`src/rtl/core/ipow_pkg.sv`:
```
// shared widths and sequencer types for the integer power block
`default_nettype none

package ipow_pkg;

    // width of the base, exponent and power payload fields on the ports
    localparam int FIELD_WIDTH = 64;

    // arithmetic word width, results wrap modulo 2^DATA_WIDTH (range 8..64)
    localparam int DATA_WIDTH = 64;

    // split of one word into a low and a high half for the shared multiplier
    localparam int LO_WIDTH = (DATA_WIDTH + 1) / 2;
    localparam int HI_WIDTH = DATA_WIDTH - LO_WIDTH;
    localparam int PROD_WIDTH = 2 * LO_WIDTH;

    typedef enum logic [1:0] {
        ST_IDLE,
        ST_RUN,
        ST_DONE
    } t_state;

    // one multiplier issue per step, then a commit step per exponent bit
    typedef enum logic [2:0] {
        SP_MU_LO,
        SP_MU_X1,
        SP_MU_X2,
        SP_SQ_LO,
        SP_SQ_X,
        SP_COMMIT
    } t_step;

    // where the registered product lands in the cycle after issue
    typedef enum logic [2:0] {
        TG_NONE,
        TG_MU_SET,
        TG_MU_ADD,
        TG_SQ_SET,
        TG_SQ_ADD2
    } t_tag;

endpackage

`default_nettype wire

```
`src/rtl/core/ipow_if.sv`:
```
// valid/ready channels for input items and result items
`default_nettype none

interface ipow_in_if
    import ipow_pkg::*;
();
    logic                   valid;
    logic                   ready;
    logic                   mode;
    logic [FIELD_WIDTH-1:0] base;
    logic [FIELD_WIDTH-1:0] exponent;

    modport source (output valid, output mode, output base, output exponent, input ready);
    modport sink   (input valid, input mode, input base, input exponent, output ready);
endinterface

interface ipow_out_if
    import ipow_pkg::*;
();
    logic                   valid;
    logic                   ready;
    logic [FIELD_WIDTH-1:0] power;

    modport source (output valid, output power, input ready);
    modport sink   (input valid, input power, output ready);
endinterface

`default_nettype wire

```
`src/rtl/core/ipow_mul.sv`:
```
// registered half-word multiplier shared by all partial products
`default_nettype none

module ipow_mul
    import ipow_pkg::*;
(
    input  wire logic                  i_clk,
    input  wire logic [LO_WIDTH-1:0]   i_a,
    input  wire logic [LO_WIDTH-1:0]   i_b,
    output logic      [PROD_WIDTH-1:0] o_p
);

    logic [PROD_WIDTH-1:0] r_p;

    always_ff @(posedge i_clk) begin
        r_p <= PROD_WIDTH'(i_a) * PROD_WIDTH'(i_b);
    end

    assign o_p = r_p;

endmodule

`default_nettype wire

```
`src/rtl/core/integer_power_by_squaring.sv`:
```
// top level: base to the exponent modulo 2^DATA_WIDTH by square-and-multiply
//
//   channel   dir   handshake      payload
//   i_item    in    valid/ready    mode (1), base (64), exponent (64)
//   o_item    out   valid/ready    power (64)
//
// one item at a time: i_item.ready is high only while idle
// per exponent bit, lowest first, up to the highest set bit: a clear bit takes a
// two-part square and a commit, a set bit a three-part multiply, a square and a
// commit, and the top set bit skips its square
// zero exponent or a negative signed exponent go straight to done; a zero base runs
// synchronous active-low reset returns to idle; a result holds until taken
`default_nettype none

module integer_power_by_squaring
    import ipow_pkg::*;
(
    input  wire logic  i_clk,
    input  wire logic  i_rst_n,
    ipow_in_if.sink    i_item,
    ipow_out_if.source o_item
);

    // control
    t_state r_state, n_state;
    t_step  r_step,  n_step;
    t_tag   r_tag,   n_tag;

    // payload
    logic [DATA_WIDTH-1:0] r_b,   n_b;      // running square of the base
    logic [DATA_WIDTH-1:0] r_acc, n_acc;    // running product, then the result
    logic [DATA_WIDTH-1:0] r_exp, n_exp;    // exponent bits not yet consumed
    logic [DATA_WIDTH-1:0] r_sq,  n_sq;     // square being built
    logic [DATA_WIDTH-1:0] r_pr,  n_pr;     // multiply being built

    // shared multiplier
    logic [LO_WIDTH-1:0]   w_mul_a, w_mul_b;
    logic [PROD_WIDTH-1:0] w_prod;

    // operand halves
    logic [LO_WIDTH-1:0]   w_b_lo, w_b_hi, w_acc_lo, w_acc_hi;
    logic [DATA_WIDTH-1:0] w_cross;
    logic [DATA_WIDTH-1:0] w_in_base, w_in_exp, w_exp_nx;

    ipow_mul u_mul (
        .i_clk (i_clk),
        .i_a   (w_mul_a),
        .i_b   (w_mul_b),
        .o_p   (w_prod)
    );

    assign w_b_lo   = r_b[LO_WIDTH-1:0];
    assign w_b_hi   = LO_WIDTH'(r_b[DATA_WIDTH-1:LO_WIDTH]);
    assign w_acc_lo = r_acc[LO_WIDTH-1:0];
    assign w_acc_hi = LO_WIDTH'(r_acc[DATA_WIDTH-1:LO_WIDTH]);

    // only the low bits of a cross term survive the wrap
    assign w_cross  = DATA_WIDTH'(w_prod[HI_WIDTH-1:0]);

    assign w_in_base = i_item.base[DATA_WIDTH-1:0];
    assign w_in_exp  = i_item.exponent[DATA_WIDTH-1:0];
    assign w_exp_nx  = r_exp >> 1;

    assign i_item.ready = (r_state == ST_IDLE);
    assign o_item.valid = (r_state == ST_DONE);
    assign o_item.power = FIELD_WIDTH'(r_acc);

    // fold the product issued last cycle into its partial sum
    always_comb begin
        n_sq = r_sq;
        n_pr = r_pr;
        case (r_tag)
            TG_MU_SET:  n_pr = w_prod[DATA_WIDTH-1:0];
            TG_MU_ADD:  n_pr = r_pr + (w_cross << LO_WIDTH);
            TG_SQ_SET:  n_sq = w_prod[DATA_WIDTH-1:0];
            TG_SQ_ADD2: n_sq = r_sq + (w_cross << (LO_WIDTH + 1));
            default: begin
                n_sq = r_sq;
                n_pr = r_pr;
            end
        endcase
    end

    // sequencer: next state, multiplier operands and register updates
    always_comb begin
        n_state = r_state;
        n_step  = r_step;
        n_tag   = TG_NONE;
        n_b     = r_b;
        n_acc   = r_acc;
        n_exp   = r_exp;
        w_mul_a = w_b_lo;
        w_mul_b = w_b_lo;

        case (r_state)
            ST_IDLE: begin
                if (i_item.valid) begin
                    n_b   = w_in_base;
                    n_exp = w_in_exp;
                    if (w_in_exp == '0) begin
                        // zero to the zero gives zero, any other base gives one
                        n_acc   = (w_in_base == '0) ? '0 : DATA_WIDTH'(1);
                        n_state = ST_DONE;
                    end else if (i_item.mode && w_in_exp[DATA_WIDTH-1]) begin
                        // negative exponent in signed mode
                        n_acc   = '0;
                        n_state = ST_DONE;
                    end else begin
                        n_acc   = DATA_WIDTH'(1);
                        n_step  = w_in_exp[0] ? SP_MU_LO : SP_SQ_LO;
                        n_state = ST_RUN;
                    end
                end
            end

            ST_RUN: begin
                case (r_step)
                    SP_MU_LO: begin
                        w_mul_a = w_acc_lo;
                        w_mul_b = w_b_lo;
                        n_tag   = TG_MU_SET;
                        n_step  = SP_MU_X1;
                    end
                    SP_MU_X1: begin
                        w_mul_a = w_acc_hi;
                        w_mul_b = w_b_lo;
                        n_tag   = TG_MU_ADD;
                        n_step  = SP_MU_X2;
                    end
                    SP_MU_X2: begin
                        w_mul_a = w_acc_lo;
                        w_mul_b = w_b_hi;
                        n_tag   = TG_MU_ADD;
                        // top set bit: the square would never be used
                        n_step  = (w_exp_nx == '0) ? SP_COMMIT : SP_SQ_LO;
                    end
                    SP_SQ_LO: begin
                        w_mul_a = w_b_lo;
                        w_mul_b = w_b_lo;
                        n_tag   = TG_SQ_SET;
                        n_step  = SP_SQ_X;
                    end
                    SP_SQ_X: begin
                        // both cross terms are equal, taken once and doubled
                        w_mul_a = w_b_hi;
                        w_mul_b = w_b_lo;
                        n_tag   = TG_SQ_ADD2;
                        n_step  = SP_COMMIT;
                    end
                    SP_COMMIT: begin
                        n_b   = n_sq;
                        n_acc = r_exp[0] ? n_pr : r_acc;
                        n_exp = w_exp_nx;
                        if (w_exp_nx == '0) begin
                            n_state = ST_DONE;
                        end else begin
                            n_step = w_exp_nx[0] ? SP_MU_LO : SP_SQ_LO;
                        end
                    end
                    default: begin
                        n_state = ST_IDLE;
                    end
                endcase
            end

            ST_DONE: begin
                if (o_item.ready) begin
                    n_state = ST_IDLE;
                end
            end

            default: begin
                n_state = ST_IDLE;
            end
        endcase
    end

    always_ff @(posedge i_clk) begin
        if (!i_rst_n) begin
            r_state <= ST_IDLE;
            r_step  <= SP_MU_LO;
            r_tag   <= TG_NONE;
        end else begin
            r_state <= n_state;
            r_step  <= n_step;
            r_tag   <= n_tag;
        end
    end

    always_ff @(posedge i_clk) begin
        r_b   <= n_b;
        r_acc <= n_acc;
        r_exp <= n_exp;
        r_sq  <= n_sq;
        r_pr  <= n_pr;
    end

endmodule

`default_nettype wire
```
`src/flat_wrapper.sv`:
```
// flat-port wrapper written by rule: the top's interface ports become plain ports
module integer_power_by_squaring_flat import ipow_pkg::*;
  (i_clk, i_rst_n, i_item_valid, i_item_mode, i_item_base, i_item_exponent, i_item_ready, o_item_valid, o_item_power, o_item_ready);
  ipow_in_if i_item_i ();
  ipow_out_if o_item_i ();
  input  wire logic i_clk;
  input  wire logic i_rst_n;
  input wire logic [$bits(i_item_i.valid)-1:0] i_item_valid;
  input wire logic [$bits(i_item_i.mode)-1:0] i_item_mode;
  input wire logic [$bits(i_item_i.base)-1:0] i_item_base;
  input wire logic [$bits(i_item_i.exponent)-1:0] i_item_exponent;
  output wire logic [$bits(i_item_i.ready)-1:0] i_item_ready;
  output wire logic [$bits(o_item_i.valid)-1:0] o_item_valid;
  output wire logic [$bits(o_item_i.power)-1:0] o_item_power;
  input wire logic [$bits(o_item_i.ready)-1:0] o_item_ready;
  assign i_item_i.valid = i_item_valid;
  assign i_item_i.mode = i_item_mode;
  assign i_item_i.base = i_item_base;
  assign i_item_i.exponent = i_item_exponent;
  assign i_item_ready = i_item_i.ready;
  assign o_item_valid = o_item_i.valid;
  assign o_item_power = o_item_i.power;
  assign o_item_i.ready = o_item_ready;
  integer_power_by_squaring u_core (.i_clk(i_clk), .i_rst_n(i_rst_n), .i_item(i_item_i), .o_item(o_item_i));
endmodule
```
`config.mk`:
```
export PLATFORM = sky130hd
export DESIGN_NAME = integer_power_by_squaring_flat
export DESIGN_NICKNAME = d
export VERILOG_FILES = /design/src/rtl/core/ipow_pkg.sv /design/src/rtl/core/ipow_if.sv /design/src/rtl/core/ipow_mul.sv /design/src/rtl/core/integer_power_by_squaring.sv /design/src/flat_wrapper.sv
export SDC_FILE = /design/constraint.sdc
export NUM_CORES = 2
export LEC_CHECK = 0
export ABC_AREA = 1
export CAP_MARGIN = 5
export CORE_ASPECT_RATIO = 1.4
export CORE_MARGIN = 8
export CORE_UTILIZATION = 67
export CTS_CLUSTER_DIAMETER = 120
export DETAILED_ROUTE_END_ITERATION = 6
export DONT_BUFFER_PORTS = 1
export PLACE_DENSITY = 0.83
export SLEW_MARGIN = 20
export SYNTH_ARGS = -nofsm -noshare
export SYNTH_HDL_FRONTEND = slang
export SYNTH_SLANG_ARGS = --single-unit
```
`constraint.sdc`:
```
create_clock -name i_clk -period 13.1 [get_ports i_clk]
set_clock_uncertainty 0.05 [all_clocks]
set_input_delay 0.655 -clock i_clk [delete_from_list [all_inputs] [get_ports i_clk]]
set_output_delay 0.655 -clock i_clk [all_outputs]
set_load 0.02 [all_outputs]
```
==> impl_metrics.json <==
{
  "routed-via-count": 47200,
  "synth_top_area_share_pct": 33.6,
  "synthFlopType": "sky130_fd_sc_hd__dfxtp_1",
  "core_region_area_mm2": 0.0791,
  "grt.overflow.total": 0,
  "cts_made_buffers": 38,
  "synth.yosys.seq_area_share_pct": 18.3,
  "seqCellArea_mm2": 0.00977,
  "cts_post_setup_buffers_inserted": 0,
  "first_drt_iteration_drcs": 4978,
  "port_buffers": 0,
  "grt_pass1_wl_um": 294000,
  "status": "finished with violations",
  "initial_antenna_violation_count": 5,
  "routed_wire_length_per_instance_um": 25.2,
  "violations": "design-rule violations",
  "cap_viol_max_count": 0,
  "grt_usage_pct": 44.6,
  "synth_warnings": 0,
  "layout-area-overhead-vs-synth_pct": 4.57,
  "cts.path.max_buffers": 3,
  "hold_class": "in2reg",
  "initial_core_utilization_pct": 67.6,
  "slew_viol_final": 0,
  "synth.cell_area_mm2": 0.0535,
  "nets": 8072,
  "worst_hold_path.num_cells": 2,
  "grt_start_max_net_pins": 81,
  "setup.worst_path.start_class": "flop",
  "dp_hpwl_um": 158000,
  "hold_violations": 0,
  "setup_violations": 0,
  "gpl.final_weighted_congestion": 1.06,
  "dieWidth_um": 255,
  "slowest_delay_ns": 0.77,
  "grt_pass1_vias": 50300,
  "drt_first_pass_iters": 7,
  "vias_per_cell": 6.04,
  "min_period_over_period_pct": 82.6,
  "min_from": "i_rst_n",
  "rr_endpoint": "u_core.u_mul.o_p[59]",
  "post_cts_hold_buffer_count": 0,
  "postSynthNetCount": 8175,
  "timing.fmax_mhz": 92.4,
  "multi_input_comb_area_mm2": 0.0374,
  "yosysUniqueCellTypes": 46,
  "drc": 8,
  "yosys-top-cells-count": "1716 x sky130_fd_sc_hd__nand2_1, 1384 x sky130_fd_sc_hd__inv_1, 938 x sky130_fd_sc_hd__nor2_1, 898 x sky130_fd_sc_hd__fa_1, 324 x sky130_fd_sc_hd__ha_1",
  "syn-mean-instance-area_um2": 7.84,
  "cts.sink_count": 392,
  "required_ns": 13.51,
  "r2r_start": "u_core.r_state[0]",
  "drive_above_1_share_pct": 3.78,
  "setup_tns_ns": 0,
  "rrSetupSlack_ns": 2.28,
  "wirelength_um": 197000,
  "setup_repair_after_global_routing_missed_its_margin": "no",
  "cts-resized-gates": 0,
  "synth.area.top_cells": "sky130_fd_sc_hd__fa_1 34%, sky130_fd_sc_hd__nand2_1 12%, sky130_fd_sc_hd__edfxtp_1 11%",
  "slew_headroom_pct": 17.1,
  "worstSetupPathType": "reg2reg",
  "place_inst": 7731,
  "finalCriticalPeriod_ns": 10.82,
  "cp_dominant_cell_by_count": "sky130_fd_sc_hd__fa_1",
  "hold_end": "u_core.r_step[1]",
  "die_area_mm2": 0.0892,
  "synth_top_area_cell": "sky130_fd_sc_hd__fa_1",
  "tritoncts": "yes",
  "synth-seq-cells": 392,
  "io_pins": 199,
  "std_cell_rows": 122,
  "die_h_um": 350,
  "most_frequent_cell_after_synthesis": "sky130_fd_sc_hd__nand2_1",
  "cts_root_buf": "sky130_fd_sc_hd__clkbuf_16",
  "critical-path-slowest-cell": "sky130_fd_sc_hd__inv_1",
  "ff2ff_path_depth": 33,
  "async_flop_share_pct": 0,
  "cts-htree-levels": 2,
  "worst_skew_pair_later_pin_latency_ns": 0.58,
  "drt.antenna.violating_nets": 0,
  "post_synth_inst_count": 6820,
  "edff_count_synth": 192,
  "clk_transition_reported_paths_ns": 0.07,
  "max_slew.worst_pin.slew_ns": 1.23,
  "finalNonFillerCells": 7802,
  "critical_path_fanout_max": 74,
  "cp_data_arrival_time_ns": 11.23,
  "fillerInstances": 6141,
  "endpoint_class_of_the_critical_path": "flop"
}
==> final cells by class <==
type | instances | share of cell area [%]
diodes | 1 | 0.00448
clock buffers | 40 | 1.75
clock inverters | 30 | 0.763
inverters | 1416 | 9.51
multi-input cells | 4779 | 66.9
flip-flops and latches | 392 | 17.5
well taps | 1054 | 2.36
repair buffers | 90 | 1.21
==> per-layer routing <==
layer  vias to the layer above  share of wire [%]  track usage [%]
met5                         -              0.024                0
met3                      1142                 12             13.2
met4                         8                 11             38.1
met1                     22500                 30             47.3
met2                      3199                 46             72.2
li1                      20300                  -                -
==> registers in the layout, indices dropped and copies added (netlist names) <==
register / cells
u_core.r_state: 2
u_core.o_item.power: 64
u_core.r_tag: 3
u_core.r_b: 64
u_core.r_pr: 64
u_core.r_exp: 64
u_core.u_mul.o_p: 64
u_core.r_sq: 64
u_core.r_step: 3
==> cell usage in the layout, fill, tap and decap left out, types with 4 or more instances in the layout <==
master	synthesis	layout
sky130_fd_sc_hd__fa_1	898	898
sky130_fd_sc_hd__nand3b_1	12	12
sky130_fd_sc_hd__inv_2	29	28
sky130_fd_sc_hd__o211ai_1	7	7
sky130_fd_sc_hd__dfxtp_1	200	200
sky130_fd_sc_hd__bufinv_16	0	8
sky130_fd_sc_hd__nand4_1	40	40
sky130_fd_sc_hd__o21ai_2	35	46
sky130_fd_sc_hd__edfxtp_1	192	192
sky130_fd_sc_hd__o21a_1	5	4
sky130_fd_sc_hd__o21bai_1	18	18
sky130_fd_sc_hd__a21o_1	6	6
sky130_fd_sc_hd__nor2_1	938	936
sky130_fd_sc_hd__inv_1	1384	1383
sky130_fd_sc_hd__or2_2	5	5
sky130_fd_sc_hd__inv_6	0	5
sky130_fd_sc_hd__o21ai_0	175	167
sky130_fd_sc_hd__nor3_1	30	28
sky130_fd_sc_hd__clkinv_1	2	4
sky130_fd_sc_hd__o2111ai_1	31	31
sky130_fd_sc_hd__xnor2_1	7	7
sky130_fd_sc_hd__clkbuf_16	0	39
sky130_fd_sc_hd__buf_4	13	90
sky130_fd_sc_hd__a22o_1	12	12
sky130_fd_sc_hd__nand2_1	1716	1715
sky130_fd_sc_hd__nor4_1	22	22
sky130_fd_sc_hd__ha_1	324	324
sky130_fd_sc_hd__xor2_1	36	36
sky130_fd_sc_hd__clkinvlp_4	0	8
sky130_fd_sc_hd__a21oi_1	213	212
sky130_fd_sc_hd__and2_1	5	5
sky130_fd_sc_hd__o21ai_1	18	11
sky130_fd_sc_hd__nand3_1	174	174
sky130_fd_sc_hd__o21ai_4	1	5
sky130_fd_sc_hd__a31oi_1	38	38
==> kinds of logic after synthesis <==
| family | share of synthesized area [%] |
|---|---|
| simple gates | 21.7 |
| buf+inv | 12.0 |
| fa+ha+maj | 41.2 |
| compound gates | 6.17 |
| flops | 18.3 |
| xor+xnor | 0.705 |
==> critical path: cells and delay by family, from the launching register on <==
kind / cells / cell delay, ns
buf+inv: 11 / 2.81
fa+ha+maj: 9 / 4.25
flops: 1 / 0.45
compound gates: 5 / 1.24
simple gates: 8 / 1.80
==> through the flow <==
stage / utilization [%] / cell area (µm²) / setup WS [ns] / hold WS [ns]
4_1_cts: 70.7 / 55900 / 2.72 / 0.128
5_1_grt: 70.7 / 55900 / 2.00 / 0.169
2_1_floorplan: - / 53500 / 3.71 / 0.371
3_3_place_gp: 68.9 / 54500 / 2.84 / 0.381
3_5_place_dp: 68.9 / 54500 / 2.76 / 0.385
6_report: 70.7 / 55900 / 2.28 / 0.148
==> worst max-delay path by stage <==
stage	slack, ns	start	endpoint
after global routing	2.00	u_core.r_state[0]	u_core.u_mul.o_p[59]
final	2.28	u_core.r_state[0]	u_core.u_mul.o_p[59]
after detailed placement	2.76	u_core.r_state[0]	u_core.u_mul.o_p[55]
after floorplan	3.71	i_item_valid	u_core.o_item.power[0]
after CTS	2.72	u_core.r_state[0]	u_core.u_mul.o_p[55]
after global placement	2.84	u_core.r_state[0]	u_core.u_mul.o_p[55]
Power is not shown: default switching activity piles up to over one toggle a cycle in this logic, so the estimate is an artifact.
